**config.mk**
```make
export PLATFORM = sky130hd
export DESIGN_NAME = gaussian_blur_3x3_unit
export DESIGN_NICKNAME = d
export VERILOG_FILES = /design/src/rtl/gb3_pkg.sv /design/src/rtl/gb3_ram.sv /design/src/rtl/gb3_ctrl.sv /design/src/rtl/gb3_filter.sv /design/src/rtl/gb3_fifo.sv /design/src/rtl/gaussian_blur_3x3_unit.sv
export SDC_FILE = /design/constraint.sdc
export NUM_CORES = 2
export LEC_CHECK = 0
export BUFFER_PORTS_ARGS = -buffer_cell sky130_fd_sc_hd__buf_4
export CORE_MARGIN = 2
export CORE_UTILIZATION = 45
export DETAILED_ROUTE_END_ITERATION = 6
export PLACE_DENSITY = 0.6
export SETUP_SLACK_MARGIN = 0.1
export SYNTH_ARGS = -nofsm -noshare
export SYNTH_HDL_FRONTEND = slang
export SYNTH_MEMORY_MAX_BITS = 65536
export SYNTH_SLANG_ARGS = --single-unit
```
**constraint.sdc**
```tcl
create_clock -name clk_i -period 7.2 [get_ports clk_i]
set_input_delay 0 -clock clk_i [delete_from_list [all_inputs] [get_ports clk_i]]
set_output_delay 0 -clock clk_i [all_outputs]
set_load 0.02 [all_outputs]
```
**src/rtl/gb3_pkg.sv**
```systemverilog
package gb3_pkg;

  localparam int unsigned PIX_W         = 8;
  localparam int unsigned FW_W          = 9;   // frame_width register
  localparam int unsigned FH_W          = 12;  // frame_height register
  localparam int unsigned CNT_W         = 13;  // holds any effective width up to 4096
  localparam int unsigned ROW_W         = 13;  // input row count, runs a little past height
  localparam int unsigned SUM_W         = 12;  // 16 * 255 fits
  localparam int unsigned CFG_ADDR_W    = 3;
  localparam int unsigned CFG_DATA_W    = 32;
  localparam int unsigned MAX_WIDTH_DEF = 256;
  localparam int unsigned FIFO_DEPTH    = 4;
  localparam int unsigned FIFO_PTR_W    = 2;

  localparam logic [FW_W-1:0] FW_RESET = 9'd160;
  localparam logic [FH_W-1:0] FH_RESET = 12'd120;

  typedef enum logic [0:0] {
    REG_FRAME_WIDTH  = 1'b0,
    REG_FRAME_HEIGHT = 1'b1
  } cfg_reg_e;

  // Per-item control carried from the address stage to the filter stage
  typedef struct packed {
    logic valid;
    logic emit;
    logic border;
    logic last;
  } flags_t;

  typedef struct packed {
    logic [PIX_W-1:0] pix;
    logic             last;
  } result_t;

endpackage

```
**src/rtl/gb3_ram.sv**
```systemverilog
module gb3_ram #(
  parameter int unsigned Width = 16,
  parameter int unsigned Depth = 256
) (
  input  logic                     clk_i,
  input  logic                     wr_en_i,
  input  logic [$clog2(Depth)-1:0] wr_addr_i,
  input  logic [Width-1:0]         wr_data_i,
  input  logic [$clog2(Depth)-1:0] rd_addr_i,
  output logic [Width-1:0]         rd_data_o
);

  logic [Width-1:0] mem_q [Depth];
  logic [Width-1:0] rd_data_q;

  // Read-first: a read of the entry being written returns the old contents
  always_ff @(posedge clk_i) begin
    if (wr_en_i) begin
      mem_q[wr_addr_i] <= wr_data_i;
    end
    rd_data_q <= mem_q[rd_addr_i];
  end

  assign rd_data_o = rd_data_q;

endmodule

```
**src/rtl/gb3_ctrl.sv**
```systemverilog
module gb3_ctrl #(
  parameter int unsigned MaxWidth = 256
) (
  input  logic                          clk_i,
  input  logic                          rst_ni,
  input  logic [gb3_pkg::FW_W-1:0]      frame_width_i,
  input  logic [gb3_pkg::FH_W-1:0]      frame_height_i,
  input  logic                          restart_i,
  input  logic                          in_valid_i,
  input  logic                          in_stall_i,
  input  logic [gb3_pkg::PIX_W-1:0]     pixel_in_i,
  input  logic                          flush_i,
  output logic [$clog2(MaxWidth)-1:0]   rd_addr_o,
  output logic                          take_o,
  output gb3_pkg::flags_t               s1_flags_o,
  output logic [$clog2(MaxWidth)-1:0]   s1_addr_o,
  output logic [gb3_pkg::PIX_W-1:0]     s1_pix_o
);
  import gb3_pkg::*;

  localparam int unsigned AW = $clog2(MaxWidth);

  logic [AW-1:0]    col_q, col_d;
  logic [ROW_W-1:0] row_q, row_d;
  logic [AW-1:0]    out_col_q, out_col_d;
  logic [FH_W-1:0]  out_row_q, out_row_d;

  logic [CNT_W-1:0] w_eff;
  logic [FH_W-1:0]  h_eff;
  logic             active, accept, emit, border, last;
  logic             out_col_end, out_row_end;

  flags_t           s1_flags_q;
  logic [AW-1:0]    s1_addr_q;
  logic [PIX_W-1:0] s1_pix_q;

  always_comb begin
    if (frame_width_i == '0) begin
      w_eff = CNT_W'(1);
    end else if (CNT_W'(frame_width_i) > CNT_W'(MaxWidth)) begin
      w_eff = CNT_W'(MaxWidth);
    end else begin
      w_eff = CNT_W'(frame_width_i);
    end
    h_eff = (frame_height_i == '0) ? FH_W'(1) : frame_height_i;
  end

  // Past the last input row every item counts as padding
  assign active = row_q < ROW_W'(h_eff);
  assign accept = in_valid_i && !in_stall_i;
  assign take_o = accept && !(active && flush_i);

  assign emit        = (row_q >= ROW_W'(2)) || ((row_q == ROW_W'(1)) && (col_q != '0));
  assign out_col_end = CNT_W'(out_col_q) == (w_eff - CNT_W'(1));
  assign out_row_end = out_row_q == (h_eff - FH_W'(1));
  assign border      = (out_col_q == '0) || out_col_end || (out_row_q == '0) || out_row_end;
  assign last        = out_col_end && out_row_end;

  assign rd_addr_o = col_q;

  always_comb begin
    col_d     = col_q;
    row_d     = row_q;
    out_col_d = out_col_q;
    out_row_d = out_row_q;
    if (restart_i) begin
      col_d     = '0;
      row_d     = '0;
      out_col_d = '0;
      out_row_d = '0;
    end else if (take_o) begin
      if (CNT_W'(col_q) + CNT_W'(1) >= w_eff) begin
        col_d = '0;
        row_d = row_q + ROW_W'(1);
      end else begin
        col_d = col_q + AW'(1);
      end
      if (emit) begin
        if (last) begin
          col_d     = '0;
          row_d     = '0;
          out_col_d = '0;
          out_row_d = '0;
        end else if (CNT_W'(out_col_q) + CNT_W'(1) >= w_eff) begin
          out_col_d = '0;
          out_row_d = out_row_q + FH_W'(1);
        end else begin
          out_col_d = out_col_q + AW'(1);
        end
      end
    end
  end

  always_ff @(posedge clk_i or negedge rst_ni) begin
    if (!rst_ni) begin
      col_q      <= '0;
      row_q      <= '0;
      out_col_q  <= '0;
      out_row_q  <= '0;
      s1_flags_q <= '0;
    end else begin
      col_q             <= col_d;
      row_q             <= row_d;
      out_col_q         <= out_col_d;
      out_row_q         <= out_row_d;
      s1_flags_q.valid  <= take_o;
      s1_flags_q.emit   <= take_o && emit;
      s1_flags_q.border <= border;
      s1_flags_q.last   <= take_o && emit && last;
    end
  end

  always_ff @(posedge clk_i) begin
    if (take_o) begin
      s1_addr_q <= col_q;
      s1_pix_q  <= active ? pixel_in_i : '0;
    end
  end

  assign s1_flags_o = s1_flags_q;
  assign s1_addr_o  = s1_addr_q;
  assign s1_pix_o   = s1_pix_q;

  a_col_in_row: assert property (@(posedge clk_i) disable iff (!rst_ni)
    CNT_W'(col_q) < w_eff)
    else $error("column count beyond row width");

  a_last_needs_emit: assert property (@(posedge clk_i) disable iff (!rst_ni)
    s1_flags_q.last |-> (s1_flags_q.emit && s1_flags_q.valid && $past(take_o)))
    else $error("last marker on an item that gives no result");

endmodule

```
**src/rtl/gb3_filter.sv**
```systemverilog
module gb3_filter #(
  parameter int unsigned MaxWidth = 256
) (
  input  logic                          clk_i,
  input  logic                          rst_ni,
  input  gb3_pkg::flags_t               s1_flags_i,
  input  logic [$clog2(MaxWidth)-1:0]   s1_addr_i,
  input  logic [gb3_pkg::PIX_W-1:0]     s1_pix_i,
  input  logic                          take_i,
  input  logic [$clog2(MaxWidth)-1:0]   rd_addr_i,
  input  logic [2*gb3_pkg::PIX_W-1:0]   rd_data_i,
  output logic                          wr_en_o,
  output logic [$clog2(MaxWidth)-1:0]   wr_addr_o,
  output logic [2*gb3_pkg::PIX_W-1:0]   wr_data_o,
  output logic                          push_o,
  output gb3_pkg::result_t              push_data_o
);
  import gb3_pkg::*;

  logic [PIX_W-1:0]   win_q [6];
  logic               fwd_q;
  logic [2*PIX_W-1:0] fwd_data_q;
  logic [2*PIX_W-1:0] line_data;
  logic [PIX_W-1:0]   top, mid;
  logic [SUM_W-1:0]   sum;

  // Entry read in the same cycle as it was written: take the registered write data
  assign line_data   = fwd_q ? fwd_data_q : rd_data_i;
  assign top         = line_data[2*PIX_W-1:PIX_W];
  assign mid         = line_data[PIX_W-1:0];

  assign wr_en_o   = s1_flags_i.valid;
  assign wr_addr_o = s1_addr_i;
  assign wr_data_o = {mid, s1_pix_i};

  assign sum = SUM_W'(win_q[0]) + SUM_W'(top) + SUM_W'(win_q[2]) + SUM_W'(s1_pix_i)
             + ((SUM_W'(win_q[3]) + SUM_W'(win_q[1]) + SUM_W'(mid) + SUM_W'(win_q[5]))
                << 1)
             + (SUM_W'(win_q[4]) << 2);

  assign push_o           = s1_flags_i.valid && s1_flags_i.emit;
  assign push_data_o.pix  = s1_flags_i.border ? win_q[4] : sum[SUM_W-1:4];
  assign push_data_o.last = s1_flags_i.last;

  always_ff @(posedge clk_i or negedge rst_ni) begin
    if (!rst_ni) begin
      for (int i = 0; i < 6; i++) begin
        win_q[i] <= '0;
      end
      fwd_q <= 1'b0;
    end else begin
      fwd_q <= take_i && s1_flags_i.valid && (rd_addr_i == s1_addr_i);
      if (s1_flags_i.valid) begin
        win_q[0] <= win_q[3];
        win_q[1] <= win_q[4];
        win_q[2] <= win_q[5];
        win_q[3] <= top;
        win_q[4] <= mid;
        win_q[5] <= s1_pix_i;
      end
    end
  end

  always_ff @(posedge clk_i) begin
    fwd_data_q <= wr_data_o;
  end

  a_fwd_after_write: assert property (@(posedge clk_i) disable iff (!rst_ni)
    fwd_q |-> ($past(wr_en_o) && s1_flags_i.valid))
    else $error("forwarding without a preceding write");

endmodule

```
**src/rtl/gb3_fifo.sv**
```systemverilog
module gb3_fifo (
  input  logic                          clk_i,
  input  logic                          rst_ni,
  input  logic                          push_i,
  input  gb3_pkg::result_t              push_data_i,
  input  logic                          out_stall_i,
  output logic                          out_valid_o,
  output gb3_pkg::result_t              out_data_o,
  output logic [gb3_pkg::FIFO_PTR_W:0]  count_o
);
  import gb3_pkg::*;

  result_t               mem_q [FIFO_DEPTH];
  logic [FIFO_PTR_W-1:0] wr_ptr_q, rd_ptr_q;
  logic [FIFO_PTR_W:0]   count_q, count_d;
  logic                  pop;

  assign out_valid_o = count_q != '0;
  assign out_data_o  = mem_q[rd_ptr_q];
  assign pop         = out_valid_o && !out_stall_i;
  assign count_d     = count_q + (FIFO_PTR_W+1)'(push_i) - (FIFO_PTR_W+1)'(pop);
  assign count_o     = count_q;

  always_ff @(posedge clk_i or negedge rst_ni) begin
    if (!rst_ni) begin
      wr_ptr_q <= '0;
      rd_ptr_q <= '0;
      count_q  <= '0;
    end else begin
      count_q <= count_d;
      if (push_i) begin
        wr_ptr_q <= wr_ptr_q + FIFO_PTR_W'(1);
      end
      if (pop) begin
        rd_ptr_q <= rd_ptr_q + FIFO_PTR_W'(1);
      end
    end
  end

  always_ff @(posedge clk_i) begin
    if (push_i) begin
      mem_q[wr_ptr_q] <= push_data_i;
    end
  end

  a_no_overflow: assert property (@(posedge clk_i) disable iff (!rst_ni)
    push_i |-> (count_q < (FIFO_PTR_W+1)'(FIFO_DEPTH)))
    else $error("result buffer overflow");

endmodule

```
**src/rtl/gaussian_blur_3x3_unit.sv**
```systemverilog
// 3x3 Gaussian blur (1-2-1 / 2-4-2 / 1-2-1, sum >> 4) on an 8-bit grey stream.
// Input channel: in_valid_i / in_stall_o with pixel_in_i and flush_i, raster order.
// Output channel: out_valid_o / out_stall_i with pixel_out_o and last_of_frame_o.
// An item moves on a rising edge with valid high and stall low.
// Border pixels (first/last row and column) pass through unchanged.
// Results lag the stream by frame_width+1 items; after a frame's last pixel,
// frame_width+1 flush items push out the tail, the final pixel marked by
// last_of_frame_o. Flush items before the frame is complete are dropped.
// Throughput: one item per clock while in_stall_o is low. An item is taken
// into the filter stage with its line-store read, then filtered into the result
// buffer; the result shows on out_valid_o and leaves when out_stall_i is low.
// The rate is set by the single read-modify-write of the line store per item;
// back-to-back hits on one entry (one-pixel rows) go through a forwarding path.
// A stalled receiver fills the four-item result buffer; in_stall_o rises
// once results in flight reach the buffer depth, so nothing is lost.
// Reset: counters and window cleared, width 160, height 120. The line stores
// are not cleared; no result ever depends on an unwritten entry.
// APB: frame_width at 0x0, frame_height at 0x4; a write restarts the frame.
module gaussian_blur_3x3_unit #(
  parameter int unsigned MaxWidth = gb3_pkg::MAX_WIDTH_DEF
) (
  input  logic                              clk_i,
  input  logic                              rst_ni,
  // pixel stream in
  input  logic                              in_valid_i,
  output logic                              in_stall_o,
  input  logic [gb3_pkg::PIX_W-1:0]         pixel_in_i,
  input  logic                              flush_i,
  // filtered stream out
  output logic                              out_valid_o,
  input  logic                              out_stall_i,
  output logic [gb3_pkg::PIX_W-1:0]         pixel_out_o,
  output logic                              last_of_frame_o,
  // configuration
  input  logic                              psel,
  input  logic                              penable,
  input  logic                              pwrite,
  input  logic [gb3_pkg::CFG_ADDR_W-1:0]    paddr,
  input  logic [gb3_pkg::CFG_DATA_W-1:0]    pwdata,
  output logic [gb3_pkg::CFG_DATA_W-1:0]    prdata,
  output logic                              pready
);
  import gb3_pkg::*;

  localparam int unsigned AW = $clog2(MaxWidth);

  // Configuration registers
  logic [FW_W-1:0] frame_width_q;
  logic [FH_W-1:0] frame_height_q;
  logic            cfg_wr;
  cfg_reg_e        cfg_sel;

  // Stage links
  logic               take;
  flags_t             s1_flags;
  logic [AW-1:0]      rd_addr, s1_addr, wr_addr;
  logic [PIX_W-1:0]   s1_pix;
  logic [2*PIX_W-1:0] rd_data, wr_data;
  logic               wr_en;
  logic               push;
  result_t            push_data, out_data;
  logic [FIFO_PTR_W:0]   fifo_count;
  logic [FIFO_PTR_W+1:0] inflight;

  assign pready  = 1'b1;
  assign cfg_sel = cfg_reg_e'(paddr[2]);
  assign cfg_wr  = psel && penable && pwrite;

  always_ff @(posedge clk_i or negedge rst_ni) begin
    if (!rst_ni) begin
      frame_width_q  <= FW_RESET;
      frame_height_q <= FH_RESET;
    end else if (cfg_wr) begin
      case (cfg_sel)
        REG_FRAME_WIDTH:  frame_width_q  <= pwdata[FW_W-1:0];
        REG_FRAME_HEIGHT: frame_height_q <= pwdata[FH_W-1:0];
        default: ;
      endcase
    end
  end

  always_comb begin
    case (cfg_sel)
      REG_FRAME_WIDTH:  prdata = CFG_DATA_W'(frame_width_q);
      REG_FRAME_HEIGHT: prdata = CFG_DATA_W'(frame_height_q);
      default:          prdata = '0;
    endcase
  end

  // Results in flight: those in the buffer plus one in the filter stage.
  // Built from registers only, so stall does not ripple from the output side.
  assign inflight   = (FIFO_PTR_W+2)'(fifo_count)
                    + (FIFO_PTR_W+2)'(s1_flags.valid && s1_flags.emit);
  assign in_stall_o = inflight >= (FIFO_PTR_W+2)'(FIFO_DEPTH);

  gb3_ctrl #(
    .MaxWidth (MaxWidth)
  ) u_ctrl (
    .clk_i          (clk_i),
    .rst_ni         (rst_ni),
    .frame_width_i  (frame_width_q),
    .frame_height_i (frame_height_q),
    .restart_i      (cfg_wr),
    .in_valid_i     (in_valid_i),
    .in_stall_i     (in_stall_o),
    .pixel_in_i     (pixel_in_i),
    .flush_i        (flush_i),
    .rd_addr_o      (rd_addr),
    .take_o         (take),
    .s1_flags_o     (s1_flags),
    .s1_addr_o      (s1_addr),
    .s1_pix_o       (s1_pix)
  );

  // Both line stores share one entry: upper byte two rows back, lower one row back
  gb3_ram #(
    .Width (2*PIX_W),
    .Depth (MaxWidth)
  ) u_line_ram (
    .clk_i     (clk_i),
    .wr_en_i   (wr_en),
    .wr_addr_i (wr_addr),
    .wr_data_i (wr_data),
    .rd_addr_i (rd_addr),
    .rd_data_o (rd_data)
  );

  gb3_filter #(
    .MaxWidth (MaxWidth)
  ) u_filter (
    .clk_i       (clk_i),
    .rst_ni      (rst_ni),
    .s1_flags_i  (s1_flags),
    .s1_addr_i   (s1_addr),
    .s1_pix_i    (s1_pix),
    .take_i      (take),
    .rd_addr_i   (rd_addr),
    .rd_data_i   (rd_data),
    .wr_en_o     (wr_en),
    .wr_addr_o   (wr_addr),
    .wr_data_o   (wr_data),
    .push_o      (push),
    .push_data_o (push_data)
  );

  gb3_fifo u_fifo (
    .clk_i       (clk_i),
    .rst_ni      (rst_ni),
    .push_i      (push),
    .push_data_i (push_data),
    .out_stall_i (out_stall_i),
    .out_valid_o (out_valid_o),
    .out_data_o  (out_data),
    .count_o     (fifo_count)
  );

  assign pixel_out_o     = out_data.pix;
  assign last_of_frame_o = out_data.last;

endmodule
```
* Yosys cells after proc, flatten, opt, wreduce, memory -nomap -nowiden *
Memories as Yosys holds them, arrays and structs flattened. A register that Yosys moved wholly into a read port is not among the register bits.
Cells that the tools add are included.
W data, S select, Z words.

operators by class
  add/sub/neg operators = 21
  $lt $le $gt $ge = 6
  equal/unequal tests = 4
  muxes and demuxes = 30
  bitwise operators = 1
  reduce and logical (&&, ||, !) cells = 33

operator list
  cell                     number
  $mux W8                  11
  $mux W12                 6
  $mux W13                 5
  $pmux W32 S2             1
  $ge A13 B9 Y1            2
  $add A12 B8 Y12          2
  $logic_not A12 Y1        2
  $add A11 B8 Y11          2
  $add A8 B1 Y9 const B    2
  $add A8 B8 Y9            2
  $mux W9                  2
  $add A8 B1 Y8 const B    2
  $mux W16                 1
  $add A13 B1 Y13 const B  1
  $eq A13 B1 Y1 const B    1
  $eq A8 B13 Y1            1
  $ge A13 B2 Y1 const B    1
  $logic_and A1 B1 Y1      13
  $lt A13 B12 Y1           1
  $add A12 B1 Y12 const B  1
  $add A12 B10 Y12         1
  $add A12 B12 Y12         1
  $eq A12 B12 Y1           1
  $sub A12 B1 Y12 const B  1
  19 further kinds         32

word-level totals
  register bits after elaboration = 154
  RAM bits = 4,132
  input port bits = 51
  output and inout port bits = 44
  logic and storage cells = 120
  memories = 2

memories
  memory            depth  width  read ports  clocked after Yosys merged registers in  write ports  line            RTL
  u_line_ram.mem_q  256    16     1           1                                        1            gb3_ram.sv:13   logic [Width-1:0] mem_q [Depth];
  u_fifo.mem_q      4      9      1           0                                        1            gb3_fifo.sv:13  result_t mem_q [FIFO_DEPTH];

* Depth between registers and ports, before layout *
  word-level depth = 10
  gate-level depth with buffers = 28
  depth with buffers taken out = 28

* Hierarchy *
Synthesis repeated with hierarchy kept, for this count alone.

unflattened totals
  cell total of the unflattened synthesis = 8,510
  area total of the unflattened synthesis = 170,916.4 sq um

by module, submodules not included
  module                  instances  cells an instance  area each (sq um)
  gb3_ram                 1          7,360              158,714.7
  gb3_filter              1          482                4,792.1
  gb3_ctrl                1          503                4,549.4
  gb3_fifo                1          82                 1,699.1
  gaussian_blur_3x3_unit  1          83                 1,161.1

* Least setup slack after synthesis *
No wires, ideal clock.

  path kind = reg-to-reg
  start point = register u_ctrl.s1_pix_q[3] (netlist: u_ctrl.s1_pix_o[3])
  end point = memory u_fifo.mem_q[0][8] in the netlist's numbering, data pin
  arrival = 6,903 ps
  data required time = 6,931 ps
  slack = 29 ps
  cell stages (with the launch flop) = 14
  clock period less this slack = 7,171 ps
  path through = edfxtp_1 > fa_1 > fa_1 > fa_1 > nand2_1 > fa_1 > nor2b_1 > o21ai_0 > a21boi_0 > o21ai_0 > a21boi_0 > o21ai_0 > and3_1 > o31a_1

RTL lines
  element                   line             RTL
  start: declaration        gb3_ctrl.sv:35   logic [PIX_W-1:0] s1_pix_q;
  start signal: assignment  gb3_ctrl.sv:116  s1_pix_q <= active ? pixel_in_i : '0;
  end: declaration          gb3_fifo.sv:13

==> impl_results.md <==
- DIE WIDTH: 615 µm
- Register area share after synthesis: 76.2%
- Most instantiated library cell after synthesis: edfxtp_1
- Total CTS buffers: 436
- DRT Wirelength: 426000 µm
- R2R Setup Slk: 940 ps
- Fmax: 160 MHz
- Leading area contributor after synthesis: edfxtp_1
- WL met3: 34200 µm
- 1st-iter DRT viols: 10519
- Die height: 615 µm
- Unrepaired setup endpoints after global routing: false
- Drc violations: 0
- Longest Clk Path Bufs: 4
- Status: finished clean
- CP required: 7910 ps
- Max Slew Vio Count: 0
- Synth top cells by count: edfxtp_1 (4148), mux4_2 (1288), nor2_1 (317), clkbuf_1 (275), inv_1 (128)
- Post-synthesis area per instance: 22.7 µm²
- Yosys top cell area share: 74.0%
- H-tree Lvls: 5
- DRT Pass-1 Iters: 6
- Pleak: 59.2 nW
- WP data arrival: 6970 ps
- Drt wl/cell: 32.1 µm
- Crit end category: flip-flop
- Yosys reg bits: 4302
- Largest cells by area after synthesis: edfxtp_1 (74%), mux4_2 (17%), dfrtp_1 (1.7%), nor2_1 (0.71%), ha_1 (0.64%)
- Hold Path Class: in2async
- Post-synthesis cell area: 168000 µm²
- Worst-Skew Late Latency: 990 ps
- First-pass GRT wire length: 607000 µm
- Max-Cap Viols: 0
- Max incr delay on CP: 770 ps
- Worst rel slew slack: 12.7%
- Vias in the first global route: 80681
- Site Rows: 224
- GPL Wtd Cong: 0.865
- Nets: 8098
- Layout cells sized above 1: 30.6%
- Final hold vios: 0
- Worst clock skew: 62.5 ps
- Dpl ws: 972 ps
- Synth Instances: 7410
- Minimum clock period: 6260 ps
- Remaining Overflow, GRT: 0
- Drt via density: 6.00
- Main synth FF type: edfxtp_1
- Met2 wire len: 202000 µm
- Ys async rst share: 2.84%
- Antenna violations before repair: 18
- Largest net degree at the start of global routing: 195
- IO Count: 95
- Final WS setup: 944 ps
- Overall Power: 79.9 mW
- Clock sink total: 4302
- Clock slew at reported path FFs: 60 ps
- Post-synth EDFFs: 4148
- Crit path max fanout: 8
- Hold_ws: 154 ps
- Slowest CP cell: mux2i_1
- Initial Util: 45.2%
- VDD IR-drop max: 2.11 mV
- Core ar.: 372000 µm²
- Met1 WL: 176000 µm
- Power per cell area: 418 nW/µm²
- CP Launch Type: flip-flop
- Cell variety after synth: 76
- CP Buf/Inv Count: 4
- Setup-failing EPs final: 0
- Top routing layer in use: met4
- Final TNS setup: 0 ps
- Tcrit/Tclk final: 86.9%
- Syn. warnings: 0
- Least-Margin Pin Slew: 1310 ps
- Critical path class: reg2reg
- Gr usage total: 22.4%
- Vias: 79609
- Synthesis-to-finish area growth: 13.6%
- CP dominant cell by count: fa_1
- Root buffer cell: clkbuf_16
- CP delay by family, top: adder cells
- Routed Antenna Nets: 0
- Dpl hpwl: 244000 µm
- Die area: 379000 µm²
- Ordered cell list for the critical path: mux2i_1 > fa_1 > inv_1 > ha_1 > fa_1 > a21oi_1 > nor2_1 > nor2_1 > xnor2_1 > fa_1 > inv_1 > fa_1 > inv_1 > fa_1 > inv_1 > ha_1 > o21ai_0 > a21boi_1 > o21ai_0 > a21boi_1 > o21ai_0 > and3_1 > o31a_1
- CTS tree: done
- PortBufs: 51
[area by class of cell]
| cell class | instances | area, µm² |
|---|---|---|
| clock buffer | 552 | 11500 |
| clock inverter | 249 | 2080 |
| sequential | 4302 | 128000 |
| timing repair buffer | 497 | 4330 |
| tap | 4972 | 6220 |
| multi-input combinational | 2563 | 38100 |
| inverter | 128 | 541 |
| fill | 29051 | 181000 |
| antenna | 4 | 10.0 |
[metal layers]
metal  global-route usage [%]  vias up
met2                     35.3     3397
met4                     6.86        0
met5                        0        -
met3                     4.11      633
met1                     32.0    43276
li1                         -    32303
[flip-flops by register name, summed over array words and instances, names as in the netlist]
name	cells
u_line_ram.mem_q	4096
u_filter.win_q	48
u_fifo.mem_q	36
u_filter.fwd_data_q	16
u_line_ram.rd_data_o	16
u_ctrl.row_q	13
frame_height_q	12
u_ctrl.out_row_q	12
frame_width_q	9
u_ctrl.out_col_q	8
u_ctrl.rd_addr_o	8
u_ctrl.s1_addr_o	8
u_ctrl.s1_pix_o	8
u_ctrl.s1_flags_o	4
u_fifo.count_o	3
u_fifo.rd_ptr_q	2
u_fifo.wr_ptr_q	2
u_filter.fwd_q	1
[logic make-up after synthesis]
| logic type | Yosys count | synth area share (%) |
|---|---|---|
| flops | 4302 | 76.2 |
| mux | 1369 | 17.8 |
| simple gates | 628 | 1.70 |
| buf+inv | 564 | 1.33 |
| compound gates | 348 | 1.50 |
| fa+ha+maj | 119 | 1.03 |
| xor+xnor | 78 | 0.406 |
| other cells | 2 | 0.00446 |
[per-stage QoR]
| step | area, µm² | util (%) | cells |
|---|---|---|---|
| final | 191000 | 51.3 | 13267 |
| after floorplan | 168000 | - | 7429 |
| after global routing | 191000 | 51.3 | 13264 |
| after CTS | 191000 | 51.3 | 13263 |
| after detailed placement | 177000 | 47.5 | 12402 |
| after global placement | 177000 | 47.5 | 12402 |
[power breakdown]
| part | internal, mW | total [mW] | switching (mW) | leakage (nW) |
|---|---|---|---|---|
| clock network | 12.1 | 21.6 | 9.52 | 6.62 |
| logic | 11.1 | 26.7 | 15.6 | 13.6 |
| registers | 31.1 | 31.6 | 0.505 | 39.0 |
[worst min-delay path, delay by kind of cell]
family	cells	cell delay (ps)
buffers and inverters	4	1500
[cells in the final DEF (no fill, tap or decap), types with 34 or more instances in the layout]
cell | netlist | layout
nor2_1 | 317 | 208
clkinv_1 | 0 | 110
edfxtp_1 | 4148 | 4148
ha_1 | 86 | 86
nand3_1 | 50 | 41
dlygate4sd3_1 | 0 | 59
clkbuf_1 | 275 | 105
buf_12 | 0 | 34
o21ai_0 | 46 | 46
mux4_2 | 1288 | 1288
dfrtp_1 | 116 | 110
buf_4 | 22 | 402
inv_1 | 128 | 120
clkbuf_16 | 0 | 440
nor2_2 | 0 | 108
mux2_2 | 66 | 66
xnor2_1 | 41 | 41
a22oi_1 | 77 | 77
clkinv_2 | 0 | 76
a22o_1 | 44 | 44
xor2_1 | 37 | 37
nand2_1 | 118 | 117
a21oi_1 | 45 | 45
[path summary, 6_finish.rpt]
| path | from | cells after the start | end |
|---|---|---|---|
| min in group clk_i | pwrite | 5 | frame_height_q[11] |
| worst max register to register | u_filter.fwd_q | 23 | u_fifo.mem_q[1][8] |
| worst min register to register | u_filter.win_q[7] | 2 | u_filter.win_q[31] |
| worst max-delay path | u_filter.fwd_q | 23 | u_fifo.mem_q[1][8] |
| worst min-delay path | rst_ni | 4 | u_filter.win_q[29] |
| max in group asynchronous | rst_ni | 4 | u_ctrl.rd_addr_o[2] |
[repair_timing]
| item | 4_1_cts | 5_1_grt |
|---|---|---|
| hold buffers | 60 | 0 |
| buffers inserted | 0 | 0 |
| gates resized for setup | 0 | 0 |
| endpoints found under the setup margin | 0 | 0 |
| hold endpoints to repair | 211 | 0 |
(Power assumes the default switching activity.)
